--- src/sv/kcl_pkg.sv ---
package kcl_pkg;

  // Lock modes, one-hot.
  typedef enum logic [3:0] {
    MODE_CLOSED   = 4'b0001,
    MODE_ENTERING = 4'b0010,
    MODE_OPEN     = 4'b0100,
    MODE_DENIED   = 4'b1000
  } mode_t;

  // Encoded lock state as shown on the result channel.
  localparam logic [1:0] LS_CLOSED   = 2'd0;
  localparam logic [1:0] LS_ENTERING = 2'd1;
  localparam logic [1:0] LS_OPEN     = 2'd2;
  localparam logic [1:0] LS_DENIED   = 2'd3;

  // Configuration register indexes.
  localparam int unsigned CFG_IDX_W = 3;
  localparam logic [CFG_IDX_W-1:0] REG_CODE_FIRST  = 3'd0;
  localparam logic [CFG_IDX_W-1:0] REG_CODE_SECOND = 3'd1;
  localparam logic [CFG_IDX_W-1:0] REG_CODE_THIRD  = 3'd2;
  localparam logic [CFG_IDX_W-1:0] REG_CODE_FOURTH = 3'd3;
  localparam logic [CFG_IDX_W-1:0] REG_OPEN_TICKS  = 3'd4;
  localparam logic [CFG_IDX_W-1:0] REG_DENY_TICKS  = 3'd5;
  localparam logic [CFG_IDX_W-1:0] REG_TICKS_SEC   = 3'd6;

  // Register reset values.
  localparam logic [3:0] CODE_RST_FIRST  = 4'd4;
  localparam logic [3:0] CODE_RST_SECOND = 4'd3;
  localparam logic [3:0] CODE_RST_THIRD  = 4'd2;
  localparam logic [3:0] CODE_RST_FOURTH = 4'd1;
  localparam logic [7:0] OPEN_TICKS_RST  = 8'd5;
  localparam logic [7:0] DENY_TICKS_RST  = 8'd2;
  localparam logic [7:0] TICKS_SEC_RST   = 8'd10;
  localparam logic [7:0] PRESCALE_RST    = 8'd9;

  // Keypad and time-of-day limits.
  localparam logic [7:0] KEY_ZERO = 8'd48;
  localparam logic [7:0] KEY_NINE = 8'd57;
  localparam logic [1:0] LAST_DIGIT = 2'd3;
  localparam logic [5:0] SEC_MAX  = 6'd59;
  localparam logic [5:0] MIN_MAX  = 6'd59;
  localparam logic [4:0] HOUR_MAX = 5'd23;
  localparam logic [5:0] SEC_LIMIT  = 6'd60;
  localparam logic [5:0] MIN_LIMIT  = 6'd60;
  localparam logic [4:0] HOUR_LIMIT = 5'd24;

  typedef struct packed {
    logic [1:0] lock_state;
    logic       door_drive;
    logic [1:0] digits_matched;
    logic [4:0] hours;
    logic [5:0] minutes;
    logic [5:0] seconds;
    logic       second_strobe;
  } res_t;

endpackage

--- src/sv/keypad_code_lock_with_clock.sv ---
// Keypad code lock with a 24-hour time-of-day clock.
//
// Input channel (in_valid/in_ready): one transaction per periodic tick, carrying
// the raw keypad byte in in_key_code. Bytes '0' to '9' are digits, all others
// are ignored by the lock. Result channel (out_valid/out_ready): exactly one
// transaction per input, with lock state, door drive, matched digit count,
// time of day and a strobe that marks ticks on which the clock advanced.
// Configuration: cfg_we writes cfg_wdata into register cfg_index (code digits
// 0..3, open ticks, deny ticks, ticks per second); write only while idle.
//
// The result of a tick is registered and on the out_ ports after the edge that
// takes it, unless the output stalls. Throughput is one tick per cycle while
// in_ready is high; a single pass of compare and increment logic updates all
// state at acceptance. A two-entry output buffer lets one more tick be taken
// while a result is stalled; in_ready drops only when both entries are full.
// Synchronous reset restores the register defaults (code 4-3-2-1, open 5,
// deny 2, ticks per second 10), closes the lock, zeroes the clock and presets
// the prescaler so the first tick after reset advances the clock.
module keypad_code_lock_with_clock (
  input  logic                          clk,
  input  logic                          rst_n,
  input  logic                          in_valid,
  output logic                          in_ready,
  input  logic [7:0]                    in_key_code,
  output logic                          out_valid,
  input  logic                          out_ready,
  output logic [1:0]                    out_lock_state,
  output logic                          out_door_drive,
  output logic [1:0]                    out_digits_matched,
  output logic [4:0]                    out_hours,
  output logic [5:0]                    out_minutes,
  output logic [5:0]                    out_seconds,
  output logic                          out_second_strobe,
  input  logic                          cfg_we,
  input  logic [kcl_pkg::CFG_IDX_W-1:0] cfg_index,
  input  logic [7:0]                    cfg_wdata
);
  import kcl_pkg::*;

  // Configuration registers
  logic [3:0] code_r [4];
  logic [7:0] open_ticks_r;
  logic [7:0] deny_ticks_r;
  logic [7:0] tps_r;

  // Block state
  mode_t      mode_r, mode_nxt;
  logic [7:0] dwell_r, dwell_nxt;
  logic [1:0] match_r, match_nxt;
  logic [7:0] pre_r, pre_nxt;
  logic [4:0] hour_r, hour_nxt;
  logic [5:0] min_r, min_nxt;
  logic [5:0] sec_r, sec_nxt;
  logic       door_r, door_nxt;

  // Output buffer
  logic out_valid_r, skid_valid_r;
  res_t out_r, skid_r, res_nxt;

  logic       accept;
  logic [8:0] pre_inc;
  logic       strobe;
  logic       is_digit;
  logic [3:0] digit;
  logic [8:0] dwell_inc;
  logic       digit_ok;

  assign in_ready = !skid_valid_r;
  assign accept   = in_valid && in_ready;

  always_ff @(posedge clk) begin
    if (!rst_n) begin
      code_r[0]    <= CODE_RST_FIRST;
      code_r[1]    <= CODE_RST_SECOND;
      code_r[2]    <= CODE_RST_THIRD;
      code_r[3]    <= CODE_RST_FOURTH;
      open_ticks_r <= OPEN_TICKS_RST;
      deny_ticks_r <= DENY_TICKS_RST;
      tps_r        <= TICKS_SEC_RST;
    end else if (cfg_we) begin
      unique case (cfg_index)
        REG_CODE_FIRST:  code_r[0]    <= cfg_wdata[3:0];
        REG_CODE_SECOND: code_r[1]    <= cfg_wdata[3:0];
        REG_CODE_THIRD:  code_r[2]    <= cfg_wdata[3:0];
        REG_CODE_FOURTH: code_r[3]    <= cfg_wdata[3:0];
        REG_OPEN_TICKS:  open_ticks_r <= cfg_wdata;
        REG_DENY_TICKS:  deny_ticks_r <= cfg_wdata;
        REG_TICKS_SEC:   tps_r        <= cfg_wdata;
        default: ;
      endcase
    end
  end

  // Prescaler and time of day
  always_comb begin
    pre_inc = {1'b0, pre_r} + 9'd1;
    strobe  = pre_inc >= {1'b0, tps_r};
    pre_nxt  = strobe ? 8'd0 : pre_inc[7:0];
    sec_nxt  = sec_r;
    min_nxt  = min_r;
    hour_nxt = hour_r;
    if (strobe) begin
      if (sec_r >= SEC_MAX) begin
        sec_nxt = '0;
        if (min_r >= MIN_MAX) begin
          min_nxt  = '0;
          hour_nxt = (hour_r >= HOUR_MAX) ? 5'd0 : hour_r + 5'd1;
        end else begin
          min_nxt = min_r + 6'd1;
        end
      end else begin
        sec_nxt = sec_r + 6'd1;
      end
    end
  end

  // Lock sequencer
  always_comb begin
    is_digit  = (in_key_code >= KEY_ZERO) && (in_key_code <= KEY_NINE);
    digit     = 4'(in_key_code - KEY_ZERO);
    // A code digit above nine never matches a key
    digit_ok  = digit == code_r[match_r];
    dwell_inc = {1'b0, dwell_r} + 9'd1;
    mode_nxt  = mode_r;
    dwell_nxt = dwell_r;
    match_nxt = match_r;
    door_nxt  = door_r;
    unique case (mode_r)
      MODE_CLOSED, MODE_ENTERING: begin
        if (is_digit) begin
          dwell_nxt = '0;
          if (!digit_ok) begin
            mode_nxt  = MODE_DENIED;
            match_nxt = '0;
          end else if (match_r == LAST_DIGIT) begin
            mode_nxt  = MODE_OPEN;
            match_nxt = '0;
          end else begin
            mode_nxt  = MODE_ENTERING;
            match_nxt = match_r + 2'd1;
          end
        end
      end
      MODE_OPEN: begin
        door_nxt = 1'b1;
        if (dwell_inc >= {1'b0, open_ticks_r}) begin
          mode_nxt  = MODE_CLOSED;
          dwell_nxt = '0;
          door_nxt  = 1'b0;
        end else begin
          dwell_nxt = dwell_inc[7:0];
        end
      end
      MODE_DENIED: begin
        if (dwell_inc >= {1'b0, deny_ticks_r}) begin
          mode_nxt  = MODE_CLOSED;
          dwell_nxt = '0;
        end else begin
          dwell_nxt = dwell_inc[7:0];
        end
      end
      default: begin
        mode_nxt  = MODE_CLOSED;
        dwell_nxt = '0;
        match_nxt = '0;
        door_nxt  = 1'b0;
      end
    endcase
  end

  always_comb begin
    unique case (mode_nxt)
      MODE_CLOSED:   res_nxt.lock_state = LS_CLOSED;
      MODE_ENTERING: res_nxt.lock_state = LS_ENTERING;
      MODE_OPEN:     res_nxt.lock_state = LS_OPEN;
      MODE_DENIED:   res_nxt.lock_state = LS_DENIED;
      default:       res_nxt.lock_state = LS_CLOSED;
    endcase
    res_nxt.door_drive     = door_nxt;
    res_nxt.digits_matched = match_nxt;
    res_nxt.hours          = hour_nxt;
    res_nxt.minutes        = min_nxt;
    res_nxt.seconds        = sec_nxt;
    res_nxt.second_strobe  = strobe;
  end

  always_ff @(posedge clk) begin
    if (!rst_n) begin
      mode_r  <= MODE_CLOSED;
      dwell_r <= '0;
      match_r <= '0;
      pre_r   <= PRESCALE_RST;
      hour_r  <= '0;
      min_r   <= '0;
      sec_r   <= '0;
      door_r  <= 1'b0;
    end else if (accept) begin
      mode_r  <= mode_nxt;
      dwell_r <= dwell_nxt;
      match_r <= match_nxt;
      pre_r   <= pre_nxt;
      hour_r  <= hour_nxt;
      min_r   <= min_nxt;
      sec_r   <= sec_nxt;
      door_r  <= door_nxt;
    end
  end

  // Output register plus skid entry
  always_ff @(posedge clk) begin
    if (!rst_n) begin
      out_valid_r  <= 1'b0;
      skid_valid_r <= 1'b0;
    end else if (!out_valid_r || out_ready) begin
      if (skid_valid_r) begin
        out_valid_r  <= 1'b1;
        skid_valid_r <= 1'b0;
      end else begin
        out_valid_r <= accept;
      end
    end else if (accept) begin
      // hold the stalled result, park the new one
      skid_valid_r <= 1'b1;
    end
  end

  always_ff @(posedge clk) begin
    if (!out_valid_r || out_ready) begin
      if (skid_valid_r) begin
        out_r <= skid_r;
      end else if (accept) begin
        out_r <= res_nxt;
      end
    end else if (accept) begin
      skid_r <= res_nxt;
    end
  end

  assign out_valid          = out_valid_r;
  assign out_lock_state     = out_r.lock_state;
  assign out_door_drive     = out_r.door_drive;
  assign out_digits_matched = out_r.digits_matched;
  assign out_hours          = out_r.hours;
  assign out_minutes        = out_r.minutes;
  assign out_seconds        = out_r.seconds;
  assign out_second_strobe  = out_r.second_strobe;

endmodule

--- config.mk ---
export PLATFORM = sky130hd
export DESIGN_NAME = keypad_code_lock_with_clock
export DESIGN_NICKNAME = d
export VERILOG_FILES = /design/src/sv/kcl_pkg.sv /design/src/sv/keypad_code_lock_with_clock.sv
export SDC_FILE = /design/constraint.sdc
export NUM_CORES = 1
export LEC_CHECK = 0
export BUFFER_PORTS_ARGS = -buffer_cell sky130_fd_sc_hd__buf_2
export CAP_MARGIN = 20
export CORE_AREA = 2 2 140 142
export DETAILED_ROUTE_END_ITERATION = 6
export DIE_AREA = 0 0 142 144
export GPL_TIMING_DRIVEN = 0
export SLEW_MARGIN = 10
export SYNTH_ARGS = -nofsm -noshare
export SYNTH_HDL_FRONTEND = slang
export SYNTH_SLANG_ARGS = --single-unit
--- constraint.sdc ---
create_clock -name clk -period 4.9 [get_ports clk]
set_input_delay 0.245 -clock clk [delete_from_list [all_inputs] [get_ports clk]]
set_output_delay 0.245 -clock clk [all_outputs]
set_load 0.05 [all_outputs]
==> results of run 1 <==
==> final cells by class <==
type	count	area, sq um	share of cell area
timing repair buffer	49	268	0.0346
sequential	130	3220	0.417
clock buffer	17	425	0.0550
clock inverter	15	203	0.0262
multi-input combinational	481	3070	0.398
tap	238	298	0.0385
buffer	32	125	0.0162
inverter	31	116	0.0150
==> stage by stage <==
step	cell area [sq um]	total power [W]	hold slack [ns]	utilization	cells
after floorplan	6540	0.00144	0.369	-	674
after global placement	7070	0.00153	0.443	0.371	960
after detailed placement	7100	0.00153	0.447	0.372	961
after CTS	7730	0.00289	0.0816	0.405	993
after global routing	7730	0.00297	0.0900	0.405	993
final	7730	0.00287	0.0892	0.405	993
==> metal layers <==
layer / up-vias / track usage / share of wire
li1: 2618 / - / -
met1: 2513 / 0.204 / 0.46
met2: 133 / 0.269 / 0.47
met3: 25 / 0.0377 / 0.042
met4: 0 / 0.0574 / 0.020
met5: - / 0 / 0
==> path summary, 6_finish.rpt <==
check,from,endpoint,slack [ns],cells past startpoint
worst min-delay path,cfg_wdata[7],open_ticks_r[7],0.09,3
worst max-delay path,dwell_r[4],dwell_r[0],1.41,11
worst min register to register,tps_r[7],tps_r[7],0.45,2
worst max register to register,dwell_r[4],dwell_r[0],1.41,11
==> report_power, final <==
| group | internal (W) | leakage, nW | switching, W |
|---|---|---|---|
| clock | 0.000856 | 0.306 | 0.000501 |
| sequential | 0.00119 | 1.13 | 0.0000177 |
| combinational | 0.0000869 | 1.45 | 0.000217 |
==> state kept, by name (all words and copies together) (netlist names), 2 cells and up, named ones only <==
name                cells
skid_r                 23
code_r                 16
deny_ticks_r            8
dwell_r                 8
open_ticks_r            8
pre_r                   8
tps_r                   8
min_r                   6
out_minutes             6
out_seconds             6
sec_r                   6
hour_r                  5
out_hours               5
mode_r                  4
match_r                 2
out_digits_matched      2
out_lock_state          2
==> placed cells by master (no fill, tap or decap), types with 16 or more instances in the layout <==
cell type | synthesis | final
mux2_2 | 17 | 17
dfxtp_1 | 68 | 68
and2_1 | 16 | 16
clkbuf_16 | 0 | 17
ha_1 | 30 | 30
o21ai_0 | 29 | 29
nand3_1 | 33 | 33
a21oi_1 | 56 | 56
nand2_1 | 95 | 95
nor2_1 | 44 | 43
edfxtp_1 | 62 | 62
clkbuf_1 | 26 | 26
buf_2 | 4 | 52
inv_1 | 28 | 28
==> critical path, delay by kind of cell, from the launching register on <==
| family | cells | cell delay [ns] |
|---|---|---|
| adder cells (fa/ha/maj) | 1 | 0.30 |
| XOR/XNOR | 1 | 0.28 |
| AND/OR/NAND/NOR | 4 | 1.14 |
| AO/OA/AOI/OAI | 4 | 1.06 |
| multiplexers | 1 | 0.22 |
| flip-flops | 1 | 0.44 |
==> kinds of logic after synthesis <==
kind of cell	count (synthesis)	synth area share
adders and majority gates	30	0.0574
buffers and inverters	63	0.0369
muxes	22	0.0469
xor gates and xnor gates	18	0.0241
and+or+nand+nor	239	0.171
DFF	130	0.493
AOI/OAI and AO/OA	172	0.171
==> metrics.txt, run 1 <==
outcome=completed; WS Path Type=reg2reg; syn_nets=728; synth unique cells=64; # resized after CTS=0; via density per instance=5.33; Area contributors post-synth=edfxtp_1 (28%), dfxtp_1 (21%), ha_1 (5.7%); share of cells above drive strength 1=0.143; first-pass GRT wire length=25.7 mm; initial antenna violation count=0; Slew @ Worst Pin=1.04 ns; Mapped Area=0.00654 sq mm; CTS Sinks=130; Max FO, Critical Path=10; Remaining Overflow, GRT=0; worst-path cell chain=and3_1 -> nand3_1 -> or2_2 -> xnor2_1 -> ha_1 -> o2111ai_1 -> a21oi_1 -> a211oi_1 -> nand2_1 -> a21oi_2 -> mux2_2; Pwr per Cell Area=371 mW/mm^2; Clock Pin Slew Worst Setup and Hold Paths=0.07 ns; clk_lat worst skew=0.43 ns; Max Cap Viol=0; H-tree depth=4; worst path required time=5.27 ns; core area=0.0191 sq mm; pre-CTS setup slack=1.51 ns; die extent in x=142 microns; GRT Util Overall=0.161; Filler cells=1,861; Detail Route Antenna Nets=0; clk buf depth=2; RSZ-0062 raised after global routing=false; Worst Path Arrival=3.86 ns; NumNets Final=796; Hold/Removal Path Class=in2reg; final critical-path required period=3.49 ns; largest net degree at the start of global routing=24; Post-CTS Hold Buffers=0; Setup TNS=0 ns; via count=5,289; crit path launch type=flop; DRT iter0 DRCs=392; Slew HR=0.309; DRC viols=0; Ant. Diodes=0; fraction of registers with async set/reset=0; Final WS setup=1.41 ns; CTS tree=yes; HPWL after DPL=11.1 mm; Post-synth top flop=dfxtp_1; die footprint=0.0204 sq mm; vias in the first global route=5,032; Slowest-stage cell, CP=a211oi_1; Worst setup EP type=flop; chip height=144 microns; synthesized instance count=674; Syn Area/Cell=9.70 sq um; Post-synth top cells=nand2_1 (95), dfxtp_1 (68), edfxtp_1 (62); Clock Root Buffer=clkbuf_16; Final Max Slew Viols=0; Yosys top cell by area=edfxtp_1; Wirelength per Cell=15.6 microns; maximum VDD drop=0.000216 V; Initial DRT Pass Iterations=5; final setup violation count=0; EDFF count, synth=62; slowest stage delay, CP=0.46 ns; Yosys top cell area share=0.285; Clock Skew=0.00980 ns; sequential share of the synthesized area=0.493; total wire length=15.4 mm; post-CTS setup buffer count=0; final worst path period share=0.713; IO buf count=48; most frequent cell after synthesis=nand2_1; RePlAce Congestion=0.893; CTS buffer count=17; Top Ports=49; Yosys reg bits=130; Final Hold Vio Count=0; synth warn=0; f_max=286 MHz; Core Rows=51; Leakage Power=2.89 nW; initial core utilization=0.343; area delta synth->final=18.3%
Power figures use the tool's default switching activity.
==> inputs of run 2 (changes only) <==
--- a/config.mk
+++ b/config.mk
@@ -5,11 +5,12 @@
 export SDC_FILE = /design/constraint.sdc
 export NUM_CORES = 1
 export LEC_CHECK = 0
+export ABC_AREA = 1
 export BUFFER_PORTS_ARGS = -buffer_cell sky130_fd_sc_hd__buf_2
 export CAP_MARGIN = 20
-export CORE_AREA = 2 2 140 142
+export CORE_AREA = 2 2 145 147
 export DETAILED_ROUTE_END_ITERATION = 6
-export DIE_AREA = 0 0 142 144
+export DIE_AREA = 0 0 147 149
 export GPL_TIMING_DRIVEN = 0
 export SLEW_MARGIN = 10
 export SYNTH_ARGS = -nofsm -noshare
==> constraint.sdc (replaced) <==
create_clock -name clk -period 2.82 [get_ports clk]
set_input_delay 0.141 -clock clk [delete_from_list [all_inputs] [get_ports clk]]
set_output_delay 0.141 -clock clk [all_outputs]
set_load 0.05 [all_outputs]
==> run 2 against run 1 <==
Effect of this change: cell area is 8.4% higher; power is 100% higher; critical path type unchanged; routed wire length is 2.4% higher; critical endpoint is now dwell_r[7]; combinational power grew to 4.2 times the previous value.
==> metrics.txt, run 2 <==
Max FO, Critical Path=8 (-2); FF/Latch Area=0.00323 sq mm (+0.19%); die extent in x=147 microns (+3.5%); core area=0.0206 sq mm (+7.7%); chip height=149 microns (+3.5%); f_max=376 MHz (+31%); CP Buf/Inv Count=0 (unchanged); Pwr per Cell Area=698 mW/mm^2 (+88%); Wirelength per Cell=12.7 microns (-18%); EDFF count, synth=62 (unchanged); Clock Root Buffer=clkbuf_16; largest net degree at the start of global routing=18 (-25%); Slew HR=0.611 (+0.302); Largest Register=skid_r; vias in the first global route=5,479 (+8.9%); Ant. Diodes=0 (unchanged); final setup violation count=0 (unchanged); slowest stage delay, CP=0.38 ns (-0.08 ns); CTS buffer count=17 (unchanged); Filler cells=2,074 (+11%); area delta synth->final=20.1%; commonest non-fill, non-tap cell in the layout=nand2_1; total chip power=0.00585 W (+100%); GRT Util Overall=0.153 (-0.00782); Remaining Overflow, GRT=0 (unchanged); CTS Sinks=130 (unchanged); via count=5,789 (+9.5%); Top Ports=49 (unchanged); worst path required time=3.17 ns (-2.10 ns); clk buf depth=2 (unchanged); CTS tree=yes; DRC viols=0 (unchanged); Detail Route Antenna Nets=0 (unchanged); first-pass GRT wire length=26.9 mm (+4.6%); Final Hold Vio Count=0 (unchanged); Max Cap Viol=0 (unchanged); max FFs per register=23 (unchanged); Slew @ Worst Pin=0.584 ns (-0.453 ns); fraction of registers with async set/reset=0 (unchanged); Slowest-stage cell, CP=dfxtp_2; worst-path cell chain=ha_1 -> nand3_2 -> nor2_1 -> xor2_1 -> ha_1 -> nand2_1 -> nor3_2 -> nor3_2 -> nand3_1 -> nand2_2 -> nand3_1 -> a21oi_1; initial core utilization=0.340 (-0.00308); Mapped Area=0.00698 sq mm (+6.8%); Worst Path Arrival=3.01 ns (-0.85 ns); outcome=completed; Hold/Removal Path Class=in2reg; Worst setup EP type=flop; Post-synth top cells=nand2_1 (216), inv_1 (113), nand3_1 (72); RePlAce Congestion=0.844 (-5.5%); initial antenna violation count=0 (unchanged); WS Path Type=reg2reg; NumNets Final=1,010 (+27%); Initial DRT Pass Iterations=5 (unchanged); crit-path leading delay family=simple AND/OR/NAND/NOR gates; Syn Area/Cell=7.92 sq um (-18%); final worst path period share=0.944 (+0.231); Core Rows=53 (+3.9%); die footprint=0.0219 sq mm (+7.1%); via density per instance=4.65 (-13%); Yosys top cell area share=0.267 (-0.0181); sequential share of the synthesized area=0.462 (-0.0313); Clock Pin Slew Worst Setup and Hold Paths=0.06 ns (about the same); Placed Instances=1,206 (+25%); RSZ-0062 raised after global routing=true; Leakage Power=3.85 nW (+33%); final critical-path required period=2.66 ns (-0.832 ns); total wire length=15.8 mm (+2.4%); commonest non-fill, non-tap cells in the layout=nand2_1 (213), inv_1 (113), nand3_1 (70), dfxtp_1 (65), a21oi_1 (64); DRT iter0 DRCs=427 (+8.9%); syn_nets=935 (+28%); synth unique cells=39 (-39%); Multi-input gate area=0.00324 sq mm (+5.4%); Yosys top cell by area=edfxtp_1; Final Max Slew Viols=0 (unchanged); IO buf count=48 (unchanged); Area contributors post-synth=edfxtp_1 (27%), dfxtp_1 (20%), nand2_1 (12%); Clock Skew=0.0158 ns (+0.00601 ns); biggest regs=skid_r (23), code_r (16); maximum VDD drop=0.000434 V (+100%); synthesized instance count=881 (+31%); synth warn=0 (unchanged); H-tree depth=4 (unchanged); clk_lat worst skew=0.42 ns (about the same); pre-CTS setup slack=-0.0853 ns (-1.60 ns); HPWL after DPL=11.5 mm (+4.4%); Post-synth top flop=dfxtp_1; Yosys reg bits=130 (unchanged); crit path launch type=flop; most frequent cell after synthesis=nand2_1; Cell Count, Final, Fillers Out=1,244 (+25%); share of cells above drive strength 1=0.160 (+0.0169); Final WS setup=0.157 ns (-1.25 ns)
run 2: path summary, 6_finish.rpt:
kind / to / from / cells past startpoint / slack (ns)
setup / recovery: dwell_r[7] / dwell_r[0] / 12 / 0.16
hold / removal: open_ticks_r[3] / cfg_wdata[3] / 3 / 0.03
setup reg to reg: dwell_r[7] / dwell_r[0] / 12 / 0.16
hold reg to reg: open_ticks_r[5] / open_ticks_r[5] / 2 / 0.46
run 2: cell families after synthesis:
logic type	synth area share
flops	0.462
simple gates	0.282
xor+xnor	0.0188
compound gates	0.0988
fa+ha+maj	0.0538
buf+inv	0.0852
run 2: layer usage:
metal	track usage	up-vias	routed length (microns)
met4	0.0466	0	224
li1	-	3065	-
met2	0.249	100	7130
met5	0	-	0
met1	0.207	2601	7830
met3	0.0291	23	635
run 2: final cells by class:
| class | instances | share of cell area |
|---|---|---|
| multi-input cells | 601 | 0.387 |
| flip-flops and latches | 130 | 0.385 |
| inverters | 119 | 0.0533 |
| clock buffers | 19 | 0.0529 |
| well taps | 275 | 0.0411 |
| repair buffers | 56 | 0.0379 |
| clock inverters | 13 | 0.0218 |
| plain buffers | 31 | 0.0211 |
run 2: worst register-to-register path: stages, from the launching register on:
cell and delay [ns]:
dfxtp_2 0.38, ha_1 0.21, nand3_2 0.12, nor2_1 0.15, xor2_1 0.27, ha_1 0.30, nand2_1 0.12, nor3_2 0.06
nor3_2 0.21, nand3_1 0.27, nand2_2 0.25, nand3_1 0.11, a21oi_1 0.14
run 2: metrics by stage:
step	utilization	hold slack [ns]	area (sq um)	TNS [ns]
final	0.408	0.0341	8380	0
after global routing	0.408	0.0569	8380	-0.0390
after CTS	0.402	0.0279	8260	-0.0546
after detailed placement	0.370	0.405	7600	-0.862
after global placement	0.368	0.398	7560	-7.43
after floorplan	-	0.271	6980	0
run 2: timing repair:
action,CTS,global route
hold endpoints to repair,1,0
pin swaps,1,6
gates resized for setup,2,27
setup buffers,3,2
endpoints found under the setup margin,25,63
hold buffers,1,0
run 2: power breakdown:
group          total (W)  leakage (nW)  switching, W  internal, W
logic            0.00127          2.40      0.000863     0.000408
registers        0.00224          1.16     0.0000712      0.00216
clock network    0.00234         0.295      0.000843      0.00150
==> inputs of run 3 (changes only) <==
--- a/config.mk
+++ b/config.mk
@@ -8,10 +8,11 @@
 export ABC_AREA = 1
 export BUFFER_PORTS_ARGS = -buffer_cell sky130_fd_sc_hd__buf_2
 export CAP_MARGIN = 20
-export CORE_AREA = 2 2 145 147
+export CORE_AREA = 2 2 122 124
 export DETAILED_ROUTE_END_ITERATION = 6
-export DIE_AREA = 0 0 147 149
+export DIE_AREA = 0 0 124 126
 export GPL_TIMING_DRIVEN = 0
+export PLACE_DENSITY = 0.69
 export SLEW_MARGIN = 10
 export SYNTH_ARGS = -nofsm -noshare
 export SYNTH_HDL_FRONTEND = slang
==> run 3 against run 2 <==
Effect of this change: worst hold slack worse by 0.0075 ns; clock power about the same; clock skew decreased by 0.0069 ns; cell area shrank 1.2%; largest cell class unchanged; critical endpoint is now out_hours[2]; non-clock buffer count is 1 higher.
==> metrics.txt, run 3 (synthesis gave the netlist of run 2 again) <==
outcome=completed; Seq pwr share=0.380 (-0.002); Ant. Diodes=0 (unchanged); Top Ports=49 (unchanged); Initial DRT Pass Iterations=5 (unchanged); first-pass GRT wire length=26.6 mm (-1.0%); CTS Sinks=130 (unchanged); Comb pwr share=0.217 (about the same); maximum VDD drop=0.000420 V (-3.1%); largest net degree at the start of global routing=19 (+1); initial antenna violation count=0 (unchanged); Clk pwr share=0.403 (+0.002); CP Buf/Inv Count=2 (+2); Filler cells=1,309 (-37%); die extent in x=124 microns (-16%); RSZ-0062 raised after global routing=false; Worst Path Arrival=2.88 ns (-0.13 ns); worst path required time=3.00 ns (-0.17 ns); vias in the first global route=5,583 (+1.9%); Worst setup EP type=flop; IO buf count=48 (unchanged); Hold/Removal Path Class=in2reg; final critical-path required period=2.70 ns (+0.0387 ns); Final Hold Vio Count=0 (unchanged); GRT Util Overall=0.216 (+0.0631); Net Switching=0.00182 W (+2.5%); WS Path Type=reg2reg; f_max=370 MHz (-1.4%); M1 WL=7.90 mm (+0.88%); biggest regs=skid_r (23), code_r (16); final worst path period share=0.958 (+0.0137); RePlAce Congestion=0.859 (+1.7%); Max FO, Critical Path=10 (+2); Clock Pin Slew Worst Setup and Hold Paths=0.06 ns (about the same); Switching Fraction=0.310 (+0.00585); HPWL after DPL=11.3 mm (-1.9%); DRC viols=0 (unchanged); commonest non-fill, non-tap cells in the layout=nand2_1 (215), inv_1 (113), nand3_1 (70), dfxtp_1 (65), a21oi_1 (63); share of cells above drive strength 1=0.161 (+0.000866); Remaining Overflow, GRT=0 (unchanged); Detail Route Antenna Nets=0 (unchanged); CP Depth=15 (+3); final setup violation count=0 (unchanged); core area=0.0143 sq mm (-30%); DRT iter0 DRCs=477 (+12%); total wire length=15.9 mm (+0.76%); chip height=126 microns (-15%); Slew @ Worst Pin=0.611 ns (+0.0275 ns); Core Rows=44 (-17%); via density per instance=5.17 (+11%); worst hold path stage count=3 (unchanged); final hold slack=0.0266 ns (-0.00747 ns); H-tree depth=4 (unchanged); total chip power=0.00588 W (+0.59%); clk_lat worst skew=0.43 ns (about the same); P_int=0.00406 W (-0.26%); Crit path top cell by count=nand2_1; area delta synth->final=18.7%; Leakage Power=3.86 nW (+0.17%); crit-path leading delay family=simple AND/OR/NAND/NOR gates; max FFs per register=23 (unchanged); CTS buffer count=17 (unchanged); r2r worst-path depth=15 (+3); die footprint=0.0156 sq mm (-29%); slowest stage delay, CP=0.38 ns (about the same); Wirelength per Cell=13.8 microns (+8.6%); commonest non-fill, non-tap cell in the layout=nand2_1; worst-path cell chain=ha_2 -> and3_4 -> nand3_1 -> xor2_1 -> inv_1 -> ha_4 -> a21oi_2 -> o211ai_2 -> nor2_8 -> nand3_4 -> buf_8 -> nand2_4 -> nand2_2 -> nand2_1 -> nand2_1; clk buf depth=2 (unchanged); met2 wire len=7.10 mm (-0.45%); Setup TNS=0 ns (unchanged); initial core utilization=0.488 (+0.148); Final Max Slew Viols=0 (unchanged); Pwr per Cell Area=710 mW/mm^2 (+1.8%); NumNets Final=1,011 (+0.099%); via count=5,966 (+3.1%); Max Cap Viol=0 (unchanged); Clock Root Buffer=clkbuf_16; top sig layer=met4; DR WL met3=741 microns (+17%); Slowest-stage cell, CP=dfxtp_4; crit path launch type=flop; CTS tree=yes; Clock Skew=0.00891 ns (-0.00690 ns); Slew HR=0.593 (-0.0184); Largest Register=skid_r
## run 3: cell types whose count changed in the layout (fill, tap and decap cells not counted), moves of 2 or more
cell / previous run / this run
nand2_1: 213 / 215
ha_1: 28 / 26
clkinv_2: 3 / 1
inv_6: 1 / 5
## run 3: timing repair
action | CTS | global route
endpoints found under the hold margin | 1 | 0
resized for setup | 1 | 26
pin swaps | 0 | 2
setup buffers | 0 | 6
hold buffers | 1 | 0
endpoints found under the setup margin | 17 | 63
## run 3: layout make-up
class	count	area [sq um]	area share
Buffer	31	171	0.0207
Clock buffer	18	429	0.0518
Clock inverter	14	200	0.0242
Inverter	119	447	0.0539
Multi-Input combinational cell	601	3250	0.392
Sequential cell	130	3230	0.390
Tap cell	184	230	0.0278
Timing Repair Buffer	57	325	0.0393
## run 3: per-stage QoR
step	util	instances	cell area, sq um	setup WS [ns]
floorplan	-	881	6980	0.266
global placement	0.520	1113	7450	-0.315
detailed placement	0.523	1115	7480	-0.0399
CTS	0.568	1148	8130	0.00349
global route	0.579	1154	8280	0.00478
finish	0.579	1154	8280	0.118
## run 3: worst register-to-register path, cell delays in order, from the launching register on
cell and delay (ns):
dfxtp_4 0.38, ha_2 0.19, and3_4 0.22, nand3_1 0.09, xor2_1 0.16, inv_1 0.11
ha_4 0.22, a21oi_2 0.14, o211ai_2 0.15, nor2_8 0.19, nand3_4 0.13, buf_8 0.19
nand2_4 0.08, nand2_2 0.08, nand2_1 0.08, nand2_1 0.06
## run 3: power groups by stage
stage | logic (W) | clock network [W] | registers (W)
after detailed placement | 0.00118 | 0 | 0.00227
after CTS | 0.00120 | 0.00239 | 0.00224
after global placement | 0.00117 | 0 | 0.00227
final | 0.00128 | 0.00237 | 0.00224
after global routing | 0.00141 | 0.00247 | 0.00226
after floorplan | 0.000715 | 0 | 0.00246
## run 3: final timing paths
check | from | endpoint | slack [ns]
min | cfg_wdata[3] | open_ticks_r[3] | 0.03
max reg2reg | pre_r[0] | out_hours[2] | 0.12
max | pre_r[0] | out_hours[2] | 0.12
min reg2reg | tps_r[0] | tps_r[0] | 0.46
## run 3: per-layer routing
| metal | global-route usage | up-vias |
|---|---|---|
| met3 | 0.0498 | 19 |
| met1 | 0.308 | 2744 |
| li1 | - | 3065 |
| met5 | 0 | - |
| met2 | 0.330 | 138 |
| met4 | 0.0588 | 0 |
